--- config.mk ---
export PLATFORM = sky130hd
export DESIGN_NAME = tilt_shift_row_weight_blend
export DESIGN_NICKNAME = d
export VERILOG_FILES = /design/src/rtl/core/tsrwb_pkg.sv /design/src/rtl/core/tsrwb_div.sv /design/src/rtl/core/tilt_shift_row_weight_blend.sv
export SDC_FILE = /design/constraint.sdc
export NUM_CORES = 2
export LEC_CHECK = 0
export ABC_AREA = 1
export BUFFER_PORTS_ARGS = -buffer_cell sky130_fd_sc_hd__buf_2
export CAP_MARGIN = 20
export CORE_ASPECT_RATIO = 2
export CORE_MARGIN = 2
export CORE_UTILIZATION = 45
export CTS_BUF_LIST = sky130_fd_sc_hd__clkbuf_4 sky130_fd_sc_hd__clkbuf_8
export DETAILED_ROUTE_END_ITERATION = 16
export GPL_TIMING_DRIVEN = 0
export SLEW_MARGIN = 20
export SYNTH_ARGS = -nofsm -noshare
export SYNTH_HDL_FRONTEND = slang
export SYNTH_SLANG_ARGS = --single-unit
--- constraint.sdc ---
create_clock -name clk -period 45.4 [get_ports clk]
set_input_delay 4.54 -clock clk [delete_from_list [all_inputs] [get_ports clk]]
set_output_delay 4.54 -clock clk [all_outputs]
set_load 0.1 [all_outputs]
--- src/rtl/core/tsrwb_pkg.sv ---
// Shared types, constants and the tanh table for the tilt-shift row weight blend.
// Used by tsrwb_div and tilt_shift_row_weight_blend; depends on nothing else.
package tsrwb_pkg;

  localparam int ROW_BITS       = 12;
  localparam int TANH_FRAC_BITS = 8;
  localparam int PIX_BITS       = 8;
  localparam int WIDTH_BITS     = 7;
  localparam int CFG_DATA_BITS  = 12;
  localparam int CFG_INDEX_BITS = 2;

  // |r - c +/- h| and the signed sum itself
  localparam int MAG_BITS = ROW_BITS + 1;
  localparam int SUM_BITS = ROW_BITS + 2;

  // tanh argument, clamped at 8.0
  localparam int ARG_BITS    = TANH_FRAC_BITS + 4;
  localparam int ARG_LIMIT   = 8 << TANH_FRAC_BITS;
  localparam int INTERP_BITS = TANH_FRAC_BITS - 2;
  localparam int IDX_BITS    = ARG_BITS - INTERP_BITS;
  localparam int TANH_BITS   = 17;
  localparam int T_BITS      = TANH_BITS + 1;
  localparam int DIFF_BITS   = TANH_BITS + 1;
  localparam int WPROD_BITS  = DIFF_BITS + PIX_BITS;
  localparam int PROD_BITS   = 2 * PIX_BITS;

  // long division, a fixed number of restoring steps per pipeline stage
  localparam int DIV_STEPS  = 7;
  localparam int DIV_STAGES = (MAG_BITS + TANH_FRAC_BITS + DIV_STEPS - 1) / DIV_STEPS;
  localparam int DIV_BITS   = DIV_STAGES * DIV_STEPS;

  // stage 0 args, divider, lookup, interpolation, weight, products
  localparam int PIPE_DEPTH = DIV_STAGES + 5;
  localparam int ST_LOOKUP  = DIV_STAGES + 1;
  localparam int ST_INTERP  = DIV_STAGES + 2;
  localparam int ST_WEIGHT  = DIV_STAGES + 3;
  localparam int ST_PROD    = DIV_STAGES + 4;

  localparam logic [ARG_BITS-1:0]   ARG_MAX    = ARG_BITS'(ARG_LIMIT);
  localparam logic [WIDTH_BITS-1:0] WIDTH_ONE  = WIDTH_BITS'(1);
  localparam logic [WIDTH_BITS-1:0] WIDTH_RST  = WIDTH_BITS'(31);
  localparam logic [PIX_BITS-1:0]   PIX_MAX    = PIX_BITS'(255);
  localparam logic [PROD_BITS-1:0]  ROUND_BIAS = PROD_BITS'(127);

  typedef enum logic [CFG_INDEX_BITS-1:0] {
    REG_BAND_CENTER_ROW  = 2'd0,
    REG_BAND_HALF_HEIGHT = 2'd1,
    REG_TRANSITION_WIDTH = 2'd2
  } reg_index_t;

  typedef struct packed {
    logic [ROW_BITS-1:0] row_index;
    logic [PIX_BITS-1:0] sharp_blue;
    logic [PIX_BITS-1:0] sharp_green;
    logic [PIX_BITS-1:0] sharp_red;
    logic [PIX_BITS-1:0] blur_blue;
    logic [PIX_BITS-1:0] blur_green;
    logic [PIX_BITS-1:0] blur_red;
  } tsrwb_in_t;

  typedef struct packed {
    logic [PIX_BITS-1:0] out_blue;
    logic [PIX_BITS-1:0] out_green;
    logic [PIX_BITS-1:0] out_red;
    logic [PIX_BITS-1:0] sharp_weight;
  } tsrwb_out_t;

  // tanh(k/4) in Q16; everything from k = 25 up is 1.0
  function automatic logic [TANH_BITS-1:0] tanh_q16(input logic [IDX_BITS-1:0] k);
    logic [TANH_BITS-1:0] v;
    case (k)
      0:       v = TANH_BITS'(0);
      1:       v = TANH_BITS'(16051);
      2:       v = TANH_BITS'(30285);
      3:       v = TANH_BITS'(41625);
      4:       v = TANH_BITS'(49912);
      5:       v = TANH_BITS'(55593);
      6:       v = TANH_BITS'(59320);
      7:       v = TANH_BITS'(61694);
      8:       v = TANH_BITS'(63179);
      9:       v = TANH_BITS'(64096);
      10:      v = TANH_BITS'(64659);
      11:      v = TANH_BITS'(65003);
      12:      v = TANH_BITS'(65212);
      13:      v = TANH_BITS'(65339);
      14:      v = TANH_BITS'(65417);
      15:      v = TANH_BITS'(65464);
      16:      v = TANH_BITS'(65492);
      17:      v = TANH_BITS'(65509);
      18:      v = TANH_BITS'(65520);
      19:      v = TANH_BITS'(65526);
      20:      v = TANH_BITS'(65530);
      21:      v = TANH_BITS'(65532);
      22:      v = TANH_BITS'(65534);
      23:      v = TANH_BITS'(65535);
      24:      v = TANH_BITS'(65535);
      default: v = TANH_BITS'(65536);
    endcase
    return v;
  endfunction

endpackage

--- src/rtl/core/tsrwb_div.sv ---
// Pipelined restoring divider: (mag << TANH_FRAC_BITS) / dv, clamped to 8.0.
// Depends on tsrwb_pkg; DIV_STAGES register stages, advanced by en.
module tsrwb_div (
  input  logic                                clk,
  input  logic                                en,
  input  logic [tsrwb_pkg::MAG_BITS-1:0]      mag,
  input  logic [tsrwb_pkg::WIDTH_BITS-1:0]    dv,
  output logic [tsrwb_pkg::ARG_BITS-1:0]      arg
);

  typedef struct packed {
    logic [tsrwb_pkg::DIV_BITS-1:0]   num;
    logic [tsrwb_pkg::WIDTH_BITS-1:0] rem;
    logic [tsrwb_pkg::ARG_BITS-1:0]   quo;
    logic                             ovf;
  } div_state_t;

  div_state_t st    [tsrwb_pkg::DIV_STAGES];
  div_state_t st_in [tsrwb_pkg::DIV_STAGES];

  function automatic logic [tsrwb_pkg::DIV_BITS-1:0] dividend(
    input logic [tsrwb_pkg::MAG_BITS-1:0] m
  );
    logic [tsrwb_pkg::DIV_BITS-1:0] t;
    t = '0;
    t[tsrwb_pkg::MAG_BITS+tsrwb_pkg::TANH_FRAC_BITS-1:tsrwb_pkg::TANH_FRAC_BITS] = m;
    return t;
  endfunction

  function automatic div_state_t div_steps(
    input div_state_t                        s,
    input logic [tsrwb_pkg::WIDTH_BITS-1:0]  d
  );
    div_state_t                        t;
    logic [tsrwb_pkg::WIDTH_BITS:0]    trial;
    t = s;
    for (int k = 0; k < tsrwb_pkg::DIV_STEPS; k++) begin
      trial = {t.rem, t.num[tsrwb_pkg::DIV_BITS-1]};
      t.num = t.num << 1;
      // quotient bits beyond the clamp range only matter as a sticky flag
      t.ovf = t.ovf | t.quo[tsrwb_pkg::ARG_BITS-1];
      if (trial >= {1'b0, d}) begin
        trial = trial - {1'b0, d};
        t.quo = {t.quo[tsrwb_pkg::ARG_BITS-2:0], 1'b1};
      end else begin
        t.quo = {t.quo[tsrwb_pkg::ARG_BITS-2:0], 1'b0};
      end
      t.rem = trial[tsrwb_pkg::WIDTH_BITS-1:0];
    end
    return t;
  endfunction

  always_comb begin
    st_in[0].num = dividend(mag);
    st_in[0].rem = '0;
    st_in[0].quo = '0;
    st_in[0].ovf = 1'b0;
    for (int i = 1; i < tsrwb_pkg::DIV_STAGES; i++) begin
      st_in[i] = st[i-1];
    end
  end

  always_ff @(posedge clk) begin
    if (en) begin
      for (int i = 0; i < tsrwb_pkg::DIV_STAGES; i++) begin
        st[i] <= div_steps(st_in[i], dv);
      end
    end
  end

  assign arg = (st[tsrwb_pkg::DIV_STAGES-1].ovf ||
                st[tsrwb_pkg::DIV_STAGES-1].quo > tsrwb_pkg::ARG_MAX)
               ? tsrwb_pkg::ARG_MAX : st[tsrwb_pkg::DIV_STAGES-1].quo;

endmodule

--- src/rtl/core/tilt_shift_row_weight_blend.sv ---
// Tilt-shift row weight blend, top level: tanh band mask and per-channel blend.
// Depends on tsrwb_pkg and tsrwb_div.
//
// Takes one pixel per clock while in_ready is high and returns one blended
// pixel per pixel, in order. A pixel passes through PIPE_DEPTH = 8 register
// stages (argument, three stages of seven long-division steps each for the
// two tanh arguments, table lookup, interpolation, weight, channel products)
// and then the output register; the first stage loads at the input
// transaction. A skid register behind the pipeline catches the pixel that
// arrives while the output is stalled; in_ready is low while it is occupied.
// Configuration writes take effect at once and are meant for idle periods;
// a transition width of 0 acts as 1.
module tilt_shift_row_weight_blend (
  input  logic                                  clk,
  input  logic                                  rst,
  input  logic                                  in_valid,
  output logic                                  in_ready,
  input  tsrwb_pkg::tsrwb_in_t                  in_data,
  output logic                                  out_valid,
  input  logic                                  out_ready,
  output tsrwb_pkg::tsrwb_out_t                 out_data,
  input  logic                                  cfg_we,
  input  logic [tsrwb_pkg::CFG_INDEX_BITS-1:0]  cfg_index,
  input  logic [tsrwb_pkg::CFG_DATA_BITS-1:0]   cfg_data
);

  // configuration
  logic [tsrwb_pkg::ROW_BITS-1:0]   band_center_row;
  logic [tsrwb_pkg::ROW_BITS-1:0]   band_half_height;
  logic [tsrwb_pkg::WIDTH_BITS-1:0] transition_width;
  logic [tsrwb_pkg::WIDTH_BITS-1:0] dv;

  // pipeline control
  logic                        en;
  logic [tsrwb_pkg::PIPE_DEPTH-1:0] v;
  logic                        push;
  logic                        take;

  // stage 0: argument numerators
  logic signed [tsrwb_pkg::SUM_BITS-1:0] n_a;
  logic signed [tsrwb_pkg::SUM_BITS-1:0] n_b;
  logic signed [tsrwb_pkg::SUM_BITS-1:0] base;
  logic [tsrwb_pkg::MAG_BITS-1:0]        mag_a;
  logic [tsrwb_pkg::MAG_BITS-1:0]        mag_b;
  logic                                  neg_a [tsrwb_pkg::DIV_STAGES+1];
  logic                                  neg_b [tsrwb_pkg::DIV_STAGES+1];
  tsrwb_pkg::tsrwb_in_t                  pix   [tsrwb_pkg::ST_WEIGHT+1];

  // divider results
  logic [tsrwb_pkg::ARG_BITS-1:0] arg_a;
  logic [tsrwb_pkg::ARG_BITS-1:0] arg_b;

  // lookup stage
  logic [tsrwb_pkg::TANH_BITS-1:0]   lo_a;
  logic [tsrwb_pkg::TANH_BITS-1:0]   lo_b;
  logic [tsrwb_pkg::TANH_BITS-1:0]   step_a;
  logic [tsrwb_pkg::TANH_BITS-1:0]   step_b;
  logic [tsrwb_pkg::INTERP_BITS-1:0] frac_a;
  logic [tsrwb_pkg::INTERP_BITS-1:0] frac_b;
  logic                              sgn_a;
  logic                              sgn_b;
  logic [tsrwb_pkg::TANH_BITS-1:0]   lo_a_next;
  logic [tsrwb_pkg::TANH_BITS-1:0]   lo_b_next;
  logic [tsrwb_pkg::TANH_BITS-1:0]   step_a_next;
  logic [tsrwb_pkg::TANH_BITS-1:0]   step_b_next;

  // interpolation stage
  logic signed [tsrwb_pkg::T_BITS-1:0] t_a;
  logic signed [tsrwb_pkg::T_BITS-1:0] t_b;
  logic signed [tsrwb_pkg::T_BITS-1:0] t_a_next;
  logic signed [tsrwb_pkg::T_BITS-1:0] t_b_next;

  // weight stage
  logic [tsrwb_pkg::PIX_BITS-1:0]      w;
  logic [tsrwb_pkg::PIX_BITS-1:0]      w_next;
  logic signed [tsrwb_pkg::T_BITS:0]   dd;
  logic [tsrwb_pkg::DIFF_BITS-1:0]     dpos;
  logic [tsrwb_pkg::WPROD_BITS-1:0]    wprod;
  logic [tsrwb_pkg::PIX_BITS:0]        wq;

  // product stage
  logic [tsrwb_pkg::PIX_BITS-1:0]  w_p;
  logic [tsrwb_pkg::PIX_BITS-1:0]  inv_w;
  logic [tsrwb_pkg::PROD_BITS-1:0] ps_b, ps_g, ps_r;
  logic [tsrwb_pkg::PROD_BITS-1:0] pb_b, pb_g, pb_r;

  // output side
  tsrwb_pkg::tsrwb_out_t fin;
  tsrwb_pkg::tsrwb_out_t skid_data;
  logic                  skid_valid;

  function automatic logic [tsrwb_pkg::PROD_BITS-1:0] mul8(
    input logic [tsrwb_pkg::PIX_BITS-1:0] a,
    input logic [tsrwb_pkg::PIX_BITS-1:0] b
  );
    logic [tsrwb_pkg::PROD_BITS-1:0] p;
    p = {{tsrwb_pkg::PIX_BITS{1'b0}}, a} * {{tsrwb_pkg::PIX_BITS{1'b0}}, b};
    return p + tsrwb_pkg::ROUND_BIAS;
  endfunction

  // x / 255 for x < 65280, exact
  function automatic logic [tsrwb_pkg::PIX_BITS-1:0] div255(
    input logic [tsrwb_pkg::PROD_BITS-1:0] x
  );
    logic [tsrwb_pkg::PROD_BITS:0] s;
    s = {1'b0, x}
      + {{(tsrwb_pkg::PROD_BITS+1-tsrwb_pkg::PIX_BITS){1'b0}},
         x[tsrwb_pkg::PROD_BITS-1:tsrwb_pkg::PIX_BITS]}
      + {{tsrwb_pkg::PROD_BITS{1'b0}}, 1'b1};
    return s[tsrwb_pkg::PROD_BITS-1:tsrwb_pkg::PIX_BITS];
  endfunction

  function automatic logic [tsrwb_pkg::PIX_BITS-1:0] blend(
    input logic [tsrwb_pkg::PROD_BITS-1:0] ps,
    input logic [tsrwb_pkg::PROD_BITS-1:0] pb
  );
    logic [tsrwb_pkg::PIX_BITS:0] s;
    s = {1'b0, div255(ps)} + {1'b0, div255(pb)};
    return s[tsrwb_pkg::PIX_BITS] ? tsrwb_pkg::PIX_MAX : s[tsrwb_pkg::PIX_BITS-1:0];
  endfunction

  // ---------------------------------------------------------------- config
  always_ff @(posedge clk) begin
    if (rst) begin
      band_center_row  <= '0;
      band_half_height <= '0;
      transition_width <= tsrwb_pkg::WIDTH_RST;
    end else if (cfg_we) begin
      case (cfg_index)
        tsrwb_pkg::REG_BAND_CENTER_ROW:
          band_center_row <= cfg_data[tsrwb_pkg::ROW_BITS-1:0];
        tsrwb_pkg::REG_BAND_HALF_HEIGHT:
          band_half_height <= cfg_data[tsrwb_pkg::ROW_BITS-1:0];
        tsrwb_pkg::REG_TRANSITION_WIDTH:
          transition_width <= cfg_data[tsrwb_pkg::WIDTH_BITS-1:0];
        default: begin
        end
      endcase
    end
  end

  assign dv = (transition_width == '0) ? tsrwb_pkg::WIDTH_ONE : transition_width;

  // ---------------------------------------------------------------- control
  // whole pipeline advances unless the skid register is holding a result
  assign en       = !skid_valid;
  assign in_ready = en;
  assign push     = en && v[tsrwb_pkg::PIPE_DEPTH-1];
  assign take     = !out_valid || out_ready;

  always_ff @(posedge clk) begin
    if (rst) begin
      v <= '0;
    end else if (en) begin
      v <= {v[tsrwb_pkg::PIPE_DEPTH-2:0], in_valid};
    end
  end

  // ---------------------------------------------------------------- stage 0
  always_comb begin
    base = $signed({2'b00, in_data.row_index}) - $signed({2'b00, band_center_row});
    n_a  = base + $signed({2'b00, band_half_height});
    n_b  = base - $signed({2'b00, band_half_height});
  end

  always_ff @(posedge clk) begin
    if (en) begin
      neg_a[0] <= n_a[tsrwb_pkg::SUM_BITS-1];
      neg_b[0] <= n_b[tsrwb_pkg::SUM_BITS-1];
      mag_a    <= n_a[tsrwb_pkg::SUM_BITS-1] ? tsrwb_pkg::MAG_BITS'(-n_a)
                                             : tsrwb_pkg::MAG_BITS'(n_a);
      mag_b    <= n_b[tsrwb_pkg::SUM_BITS-1] ? tsrwb_pkg::MAG_BITS'(-n_b)
                                             : tsrwb_pkg::MAG_BITS'(n_b);
      pix[0]   <= in_data;
      for (int i = 1; i <= tsrwb_pkg::DIV_STAGES; i++) begin
        neg_a[i] <= neg_a[i-1];
        neg_b[i] <= neg_b[i-1];
      end
      for (int i = 1; i <= tsrwb_pkg::ST_WEIGHT; i++) begin
        pix[i] <= pix[i-1];
      end
    end
  end

  // ---------------------------------------------------------------- divide
  tsrwb_div u_div_a (
    .clk (clk),
    .en  (en),
    .mag (mag_a),
    .dv  (dv),
    .arg (arg_a)
  );

  tsrwb_div u_div_b (
    .clk (clk),
    .en  (en),
    .mag (mag_b),
    .dv  (dv),
    .arg (arg_b)
  );

  // ---------------------------------------------------------------- lookup
  always_comb begin
    lo_a_next   = tsrwb_pkg::tanh_q16(arg_a[tsrwb_pkg::ARG_BITS-1:tsrwb_pkg::INTERP_BITS]);
    lo_b_next   = tsrwb_pkg::tanh_q16(arg_b[tsrwb_pkg::ARG_BITS-1:tsrwb_pkg::INTERP_BITS]);
    step_a_next = tsrwb_pkg::tanh_q16(arg_a[tsrwb_pkg::ARG_BITS-1:tsrwb_pkg::INTERP_BITS]
                                      + 1'b1) - lo_a_next;
    step_b_next = tsrwb_pkg::tanh_q16(arg_b[tsrwb_pkg::ARG_BITS-1:tsrwb_pkg::INTERP_BITS]
                                      + 1'b1) - lo_b_next;
  end

  always_ff @(posedge clk) begin
    if (en) begin
      lo_a   <= lo_a_next;
      lo_b   <= lo_b_next;
      step_a <= step_a_next;
      step_b <= step_b_next;
      frac_a <= arg_a[tsrwb_pkg::INTERP_BITS-1:0];
      frac_b <= arg_b[tsrwb_pkg::INTERP_BITS-1:0];
      sgn_a  <= neg_a[tsrwb_pkg::DIV_STAGES];
      sgn_b  <= neg_b[tsrwb_pkg::DIV_STAGES];
    end
  end

  // ---------------------------------------------------------------- interpolate
  function automatic logic signed [tsrwb_pkg::T_BITS-1:0] interp(
    input logic [tsrwb_pkg::TANH_BITS-1:0]   lo,
    input logic [tsrwb_pkg::TANH_BITS-1:0]   st,
    input logic [tsrwb_pkg::INTERP_BITS-1:0] f,
    input logic                              neg
  );
    logic [tsrwb_pkg::TANH_BITS+tsrwb_pkg::INTERP_BITS-1:0] p;
    logic [tsrwb_pkg::TANH_BITS-1:0]                        val;
    logic signed [tsrwb_pkg::T_BITS-1:0]                    sv;
    p   = {{tsrwb_pkg::INTERP_BITS{1'b0}}, st} * {{tsrwb_pkg::TANH_BITS{1'b0}}, f};
    val = lo + p[tsrwb_pkg::TANH_BITS+tsrwb_pkg::INTERP_BITS-1:tsrwb_pkg::INTERP_BITS];
    sv  = $signed({1'b0, val});
    return neg ? -sv : sv;
  endfunction

  assign t_a_next = interp(lo_a, step_a, frac_a, sgn_a);
  assign t_b_next = interp(lo_b, step_b, frac_b, sgn_b);

  always_ff @(posedge clk) begin
    if (en) begin
      t_a <= t_a_next;
      t_b <= t_b_next;
    end
  end

  // ---------------------------------------------------------------- weight
  always_comb begin
    dd    = {t_a[tsrwb_pkg::T_BITS-1], t_a} - {t_b[tsrwb_pkg::T_BITS-1], t_b};
    dpos  = dd[tsrwb_pkg::T_BITS] ? '0 : dd[tsrwb_pkg::DIFF_BITS-1:0];
    wprod = {{tsrwb_pkg::PIX_BITS{1'b0}}, dpos}
          * {{tsrwb_pkg::DIFF_BITS{1'b0}}, tsrwb_pkg::PIX_MAX};
    wq    = wprod[tsrwb_pkg::WPROD_BITS-1:tsrwb_pkg::TANH_BITS];
    w_next = wq[tsrwb_pkg::PIX_BITS] ? tsrwb_pkg::PIX_MAX : wq[tsrwb_pkg::PIX_BITS-1:0];
  end

  always_ff @(posedge clk) begin
    if (en) begin
      w <= w_next;
    end
  end

  // ---------------------------------------------------------------- products
  assign inv_w = tsrwb_pkg::PIX_MAX - w;

  always_ff @(posedge clk) begin
    if (en) begin
      w_p  <= w;
      ps_b <= mul8(pix[tsrwb_pkg::ST_WEIGHT].sharp_blue,  w);
      ps_g <= mul8(pix[tsrwb_pkg::ST_WEIGHT].sharp_green, w);
      ps_r <= mul8(pix[tsrwb_pkg::ST_WEIGHT].sharp_red,   w);
      pb_b <= mul8(pix[tsrwb_pkg::ST_WEIGHT].blur_blue,   inv_w);
      pb_g <= mul8(pix[tsrwb_pkg::ST_WEIGHT].blur_green,  inv_w);
      pb_r <= mul8(pix[tsrwb_pkg::ST_WEIGHT].blur_red,    inv_w);
    end
  end

  // ---------------------------------------------------------------- output
  always_comb begin
    fin.out_blue     = blend(ps_b, pb_b);
    fin.out_green    = blend(ps_g, pb_g);
    fin.out_red      = blend(ps_r, pb_r);
    fin.sharp_weight = w_p;
  end

  always_ff @(posedge clk) begin
    if (rst) begin
      out_valid  <= 1'b0;
      skid_valid <= 1'b0;
    end else if (take) begin
      out_valid  <= skid_valid || push;
      skid_valid <= 1'b0;
    end else if (push) begin
      skid_valid <= 1'b1;
    end
  end

  always_ff @(posedge clk) begin
    if (take) begin
      out_data <= skid_valid ? skid_data : fin;
    end else if (push) begin
      skid_data <= fin;
    end
  end

  // ---------------------------------------------------------------- checks
  a_skid_behind_out: assert property (@(posedge clk) disable iff (rst)
    skid_valid |-> out_valid)
    else $error("skid register holds a transaction while output is empty");

  a_skid_only_on_stall: assert property (@(posedge clk) disable iff (rst)
    $rose(skid_valid) |-> $past(out_valid && !out_ready))
    else $error("skid register filled without an output stall");

  a_hold_on_stall: assert property (@(posedge clk) disable iff (rst)
    !en |=> $stable(v))
    else $error("pipeline valid bits moved while stalled");

  a_accept_enters: assert property (@(posedge clk) disable iff (rst)
    (in_valid && in_ready) |=> v[0])
    else $error("accepted transaction missing from first stage");

endmodule

-- After elaboration in Yosys (flattened, before gate mapping)
Memory sizes are Yosys's and may differ from the RTL's. A register that Yosys moved wholly into a read port is not among the register bits.
Index checks and enable logic that the tools add are counted.
- add/subtract/negate cells: 78
- multipliers: 9
- divide/modulo/power cells: 0
- magnitude comparators: 44
- eq/ne operators: 2
- shifts and indexed selects: 0
- muxes and demuxes: 185
- bitwise operators: 39
- reductions and logical operators: 16
- operators by type and width (kind ; count):
    $mux 7 ; 85
    $mux 12 ; 44
    $ge 8x7->1 ; 40
    $sub 7x7->7 ; 40
    $mux 17 ; 6
    $add 16x1->16 const B ; 6
    $add 16x7->16 const B ; 6
    $add 16x8->16 ; 6
    $mul 8x8->16 ; 6
    $mul 17x6->23 ; 2
    $mux 1 ; 43
    $or 1x1->1 ; 38
    $neg 17->18 ; 2
    $add 17x17->17 ; 2
    $sub 17x17->17 ; 2
    $mux 32 ; 1
    $add 8x8->9 ; 3
    $mul 18x8->26 const B ; 1
    $mux 13 ; 2
    $neg 13->13 ; 2
    $gt 12x12->1 const B ; 2
    $mux 8 ; 3
    $sub 18x18->19 ; 1
    $mux 18 ; 1
    other kinds (17) ; 29
- register bits after elaboration: 359
- latch bits: 0
- memory bits (writable): 632
- memory bits (read-only): 2176
- input bits: 79
- output and inout port bits: 34
- word-level logic and storage cells: 416
- memories kept: 9
- memories (name ; words ; width ; read ports ; clocked after Yosys merged registers in ; write ports ; line ; RTL):
    (name not given) ; 32 ; 17 ; 1 ; 0 ; 0 ; tsrwb_pkg.sv:71 ; case (k)
    (name not given) ; 32 ; 17 ; 1 ; 0 ; 0 ; tsrwb_pkg.sv:71 ;
    (name not given) ; 32 ; 17 ; 1 ; 0 ; 0 ; tsrwb_pkg.sv:71 ;
    (name not given) ; 32 ; 17 ; 1 ; 0 ; 0 ; tsrwb_pkg.sv:71 ;
    pix ; 7 ; 60 ; 7 ; 0 ; 7 ; tilt_shift_row_weight_blend.sv:47 ; tsrwb_pkg::tsrwb_in_t pix [tsrwb_pkg::ST_WEIGHT+1];
    u_div_a.st ; 3 ; 34 ; 3 ; 0 ; 3 ; tsrwb_div.sv:18 ; div_state_t st [tsrwb_pkg::DIV_STAGES];
    3 more memories ; - ; - ; - ; - ; - ; - ;

-- Logic depth before layout (Yosys ltp)
- depth after elaboration: 23
- mapped depth: 91
- depth with buffers taken out: 86

-- Cells and area by module
A second synthesis with hierarchy kept.
- cells, all modules: 8605
- area total of the unflattened synthesis: 74306.3 µm²
- modules (own cells, without submodules) (module ; times used ; cells each ; area an instance (µm²) ; seq. area each (µm²)):
    tilt_shift_row_weight_blend ; 1 ; 6048 ; 56365.3 ; 20759.9
    tsrwb_div at u_div_a ; 1 ; 1265 ; 9007.4 ; 1591.5
    tsrwb_div at u_div_b ; 1 ; 1292 ; 8933.6 ; 1591.5

-- Least setup slack after synthesis
No wires, ideal clock.
- path type: register -> output
- start point: register skid_valid
- end point: output in_ready
- data arrival time: 20.718 ns
- data required time: 40.860 ns
- slack: 20.142 ns
- stages on the path, launching flop included: 5
- buffers on the path: 3
- cells stage by stage: dfxtp_1 > clkbuf_1 > inv_1 > clkbuf_1 > buf_1
- cells in the longest elaborated chain, start to end: 1
- ends and longest elaborated chain (element ; line ; RTL):
    start: declaration ; tilt_shift_row_weight_blend.sv:90 ; logic skid_valid;
    start signal: assignment ; tilt_shift_row_weight_blend.sv:293 ; skid_valid <= 1'b0;
    start signal: assignment ; tilt_shift_row_weight_blend.sv:296 ; skid_valid <= 1'b0;
    start signal: assignment ; tilt_shift_row_weight_blend.sv:298 ; skid_valid <= 1'b1;
    $logic_not 1->1 ; tilt_shift_row_weight_blend.sv:146 ; assign en = !skid_valid;
    end: declaration ; tilt_shift_row_weight_blend.sv:17 ; output logic in_ready,
Every way passes these cells.

==> out/metrics.yaml <==
status:
  status: "complete, no violations"
synth:
  synthesis.instances: 7955
  ys_warn_count: 0
  synth_top_area_cell: "edfxtp_1"
  synth_most_common_cell: "nand2_1"
  avgSynthCellArea_um2: 8.99
  dominantRegCellSynth: "edfxtp_1"
  postSynth.asyncResetShare: 0
  synth_seq_area_share: 0.335
  synthesis.area_um2: 71500
  ys_seq_elements: 811
  synth.top_cells.by_count: "nand2_1 (1643), inv_1 (1390), ha_1 (783)"
  synthDominantCellAreaShare: 0.323
  synth_enable_flop_cells: 770
  syn-num-nets: 9307
  synthTopCellsByArea: "edfxtp_1 (32%), fa_1 (14%), ha_1 (14%), nand2_1 (8.6%), inv_1 (7.3%)"
  ys_types: 72
detailed_routing:
  ant_nets: 0
  top_layer: "met4"
  wirelength_um: 158000
  drt_pass1_iterations: 5
  drtIter0Drc: 3003
  wl_per_cell_um: 15.2
  drc: 0
  vias: 52300
  detail_route.vias_per_cell: 5.01
  drt-met1-wl_um: 71700
  wl_met3_um: 5880
  route.met2.wl_um: 76200
critical_path:
  crit_path_max_incr_delay_ns: 0.62
  crit_fanout: 22
  worst_ep_arrival_time_ns: 16.71
  critical_path_class: "reg -> reg"
  crit_path_start_kind: "flip-flop"
  cp.required_ns: 45.91
  cp_slowest_cell: "buf_1"
  cp_top_family: "simple AND/OR/NAND/NOR gates"
  worst-path-buf-inv: 19
  crit_path_frequent_cell: "nand2_1"
  end_kind: "flip-flop"
cts:
  cts_buffers: 138
  path_clk_slew_ns: 0.06
  cts_tree: "built"
  cts-root-buf: "clkbuf_8"
  postCtsResizedCells: 0
  insertion_delay_ns: 0.85
  cts_setup_buffers: 0
  max-clock-path-buffers: 4
  cts_sinks: 811
  cts_hold_buf: 0
  h-tree-depth: 4
placement:
  place_congestion: 0.892
  dp_hpwl_um: 124000
  dp.cells: 10200
  pre_cts_ws_ns: 29.24
  port_buffers: 112
  place_area_um2: 75400
die:
  coreArea_um2: 159000
  ios: 113
  row_count: 207
  die_w_um: 286
  die_area_um2: 162000
  die_h_um: 568
  start_util: 0.451
layout:
  area_delta_synth_final_pct: 9.06
  drive_gt1_frac: 0.0650
  stdcell_count: 10400
  fin_nets: 9591
  postLayoutCellArea_um2: 78000
grt:
  grt_first_pass_wirelength_um: 261000
  antenna_found_initial: 1
  grt_pass1_vias: 52000
  grt_max_degree: 41
  grt_usage: 0.197
  overflow: 0
sta:
  fin_ws_ns: 29.20
  max_freq_mhz: 61.7
  slew_headroom: 0.318
  clock_skew_ns: 0.0914
  report.final.slew_viol_count: 0
  setup_viol: 0
  timing.final.crit_share: 0.357
  final_hold_viol_count: 0
  fin_setup_tns_ns: 0
  tightest_slew_ns: 1.02
  fin_crit_ns: 16.20
  rsz0062_at_grt: "no"
job:
  max-cap-violations: 0
hold_path:
  hold_path_class: "reg -> reg"
## path summary, 6_finish.rpt
check                                                       from                          end  slack, ns  cells after the start
worst min register to register              pix[2][36]$_DFFE_PN_         pix[3][36]$_DFFE_PN_       0.38                      0
worst min-delay path                        pix[2][36]$_DFFE_PN_         pix[3][36]$_DFFE_PN_       0.38                      0
worst max-delay path            transition_width[1]$_SDFFE_PP1P_  u_div_a.st[0][48]$_DFFE_PN_      29.20                     87
worst max register to register  transition_width[1]$_SDFFE_PP1P_  u_div_a.st[0][48]$_DFFE_PN_      29.20                     87
## worst register-to-register path, delay by kind of cell, from the launching register on
family	cells	cell delay (ns)
simple gates	41	5.39
buf+inv	19	3.48
flops	1	0.61
fa+ha+maj	8	2.79
compound gates	19	3.68
## per-stage QoR
stage	util	hold WS [ns]
5_1_grt	0.492	0.394
4_1_cts	0.492	0.387
3_5_place_dp	0.476	0.405
2_1_floorplan	-	0.400
3_3_place_gp	0.471	0.400
6_report	0.492	0.381
## flip-flops by register name (all words and copies together) (netlist names), 17 cells and up
register	cells
lo_a	17
lo_b	17
out_data	32
pix	336
skid_data	32
step_a	17
step_b	17
t_a	18
t_b	18
u_div_a.st	53
u_div_b.st	53
## placed cells by master, fill, tap and decap left out, drive strengths merged, types with 5 or more instances in the layout
master and instances:
nand3b 15, a31oi 53, o211ai 25, nand2 1676
o21ai 345, nand3 265, dfxtp 41, clkinvlp 13
o221ai 8, edfxtp 770, o21a 20, buf 170
a21o 48, clkbuf 305, ha 783, a41oi 5
a21boi 12, xor2 346, a21oi 491, fa 490
nor3 65, o21bai 63, nand4 47, inv 1411
xnor2 127, nor2 539, a221oi 8, bufinv 5
o31ai 18, nor3b 9, and2 6, clkinv 47
nor4 21, or2 32, a211oi 25
## cell families (layout without fill, tap and decap cells)
family / Yosys count / in the layout / synth area share
xor+xnor: 473 / 473 / 0.0579
buf+inv: 1577 / 1951 / 0.0841
flops: 811 / 811 / 0.335
other cells: 0 / 4 / 0
simple gates: 2679 / 2679 / 0.157
fa+ha+maj: 1273 / 1273 / 0.274
compound gates: 1142 / 1142 / 0.0918
## layout make-up
class                   instances  area, um^2
fillers                     15200       80500
plain buffers                 158         682
inverters                    1419        5350
multi-input cells            5567       41600
well taps                    2090        2620
flip-flops and latches        811       23900
clock buffers                 173        2180
clock inverters                57         433
diodes                          4        10.0
repair buffers                144        1200
## routing by layer
layer  GRT usage  vias to the layer above
met5           0                        -
met4      0.0600                        0
met3      0.0198                      252
met2       0.341                      957
met1       0.260                    24500
li1            -                    26500
Power is left out: the tool's default activity adds up to more than one toggle a clock period on the data nets, which glitch-free logic cannot reach.
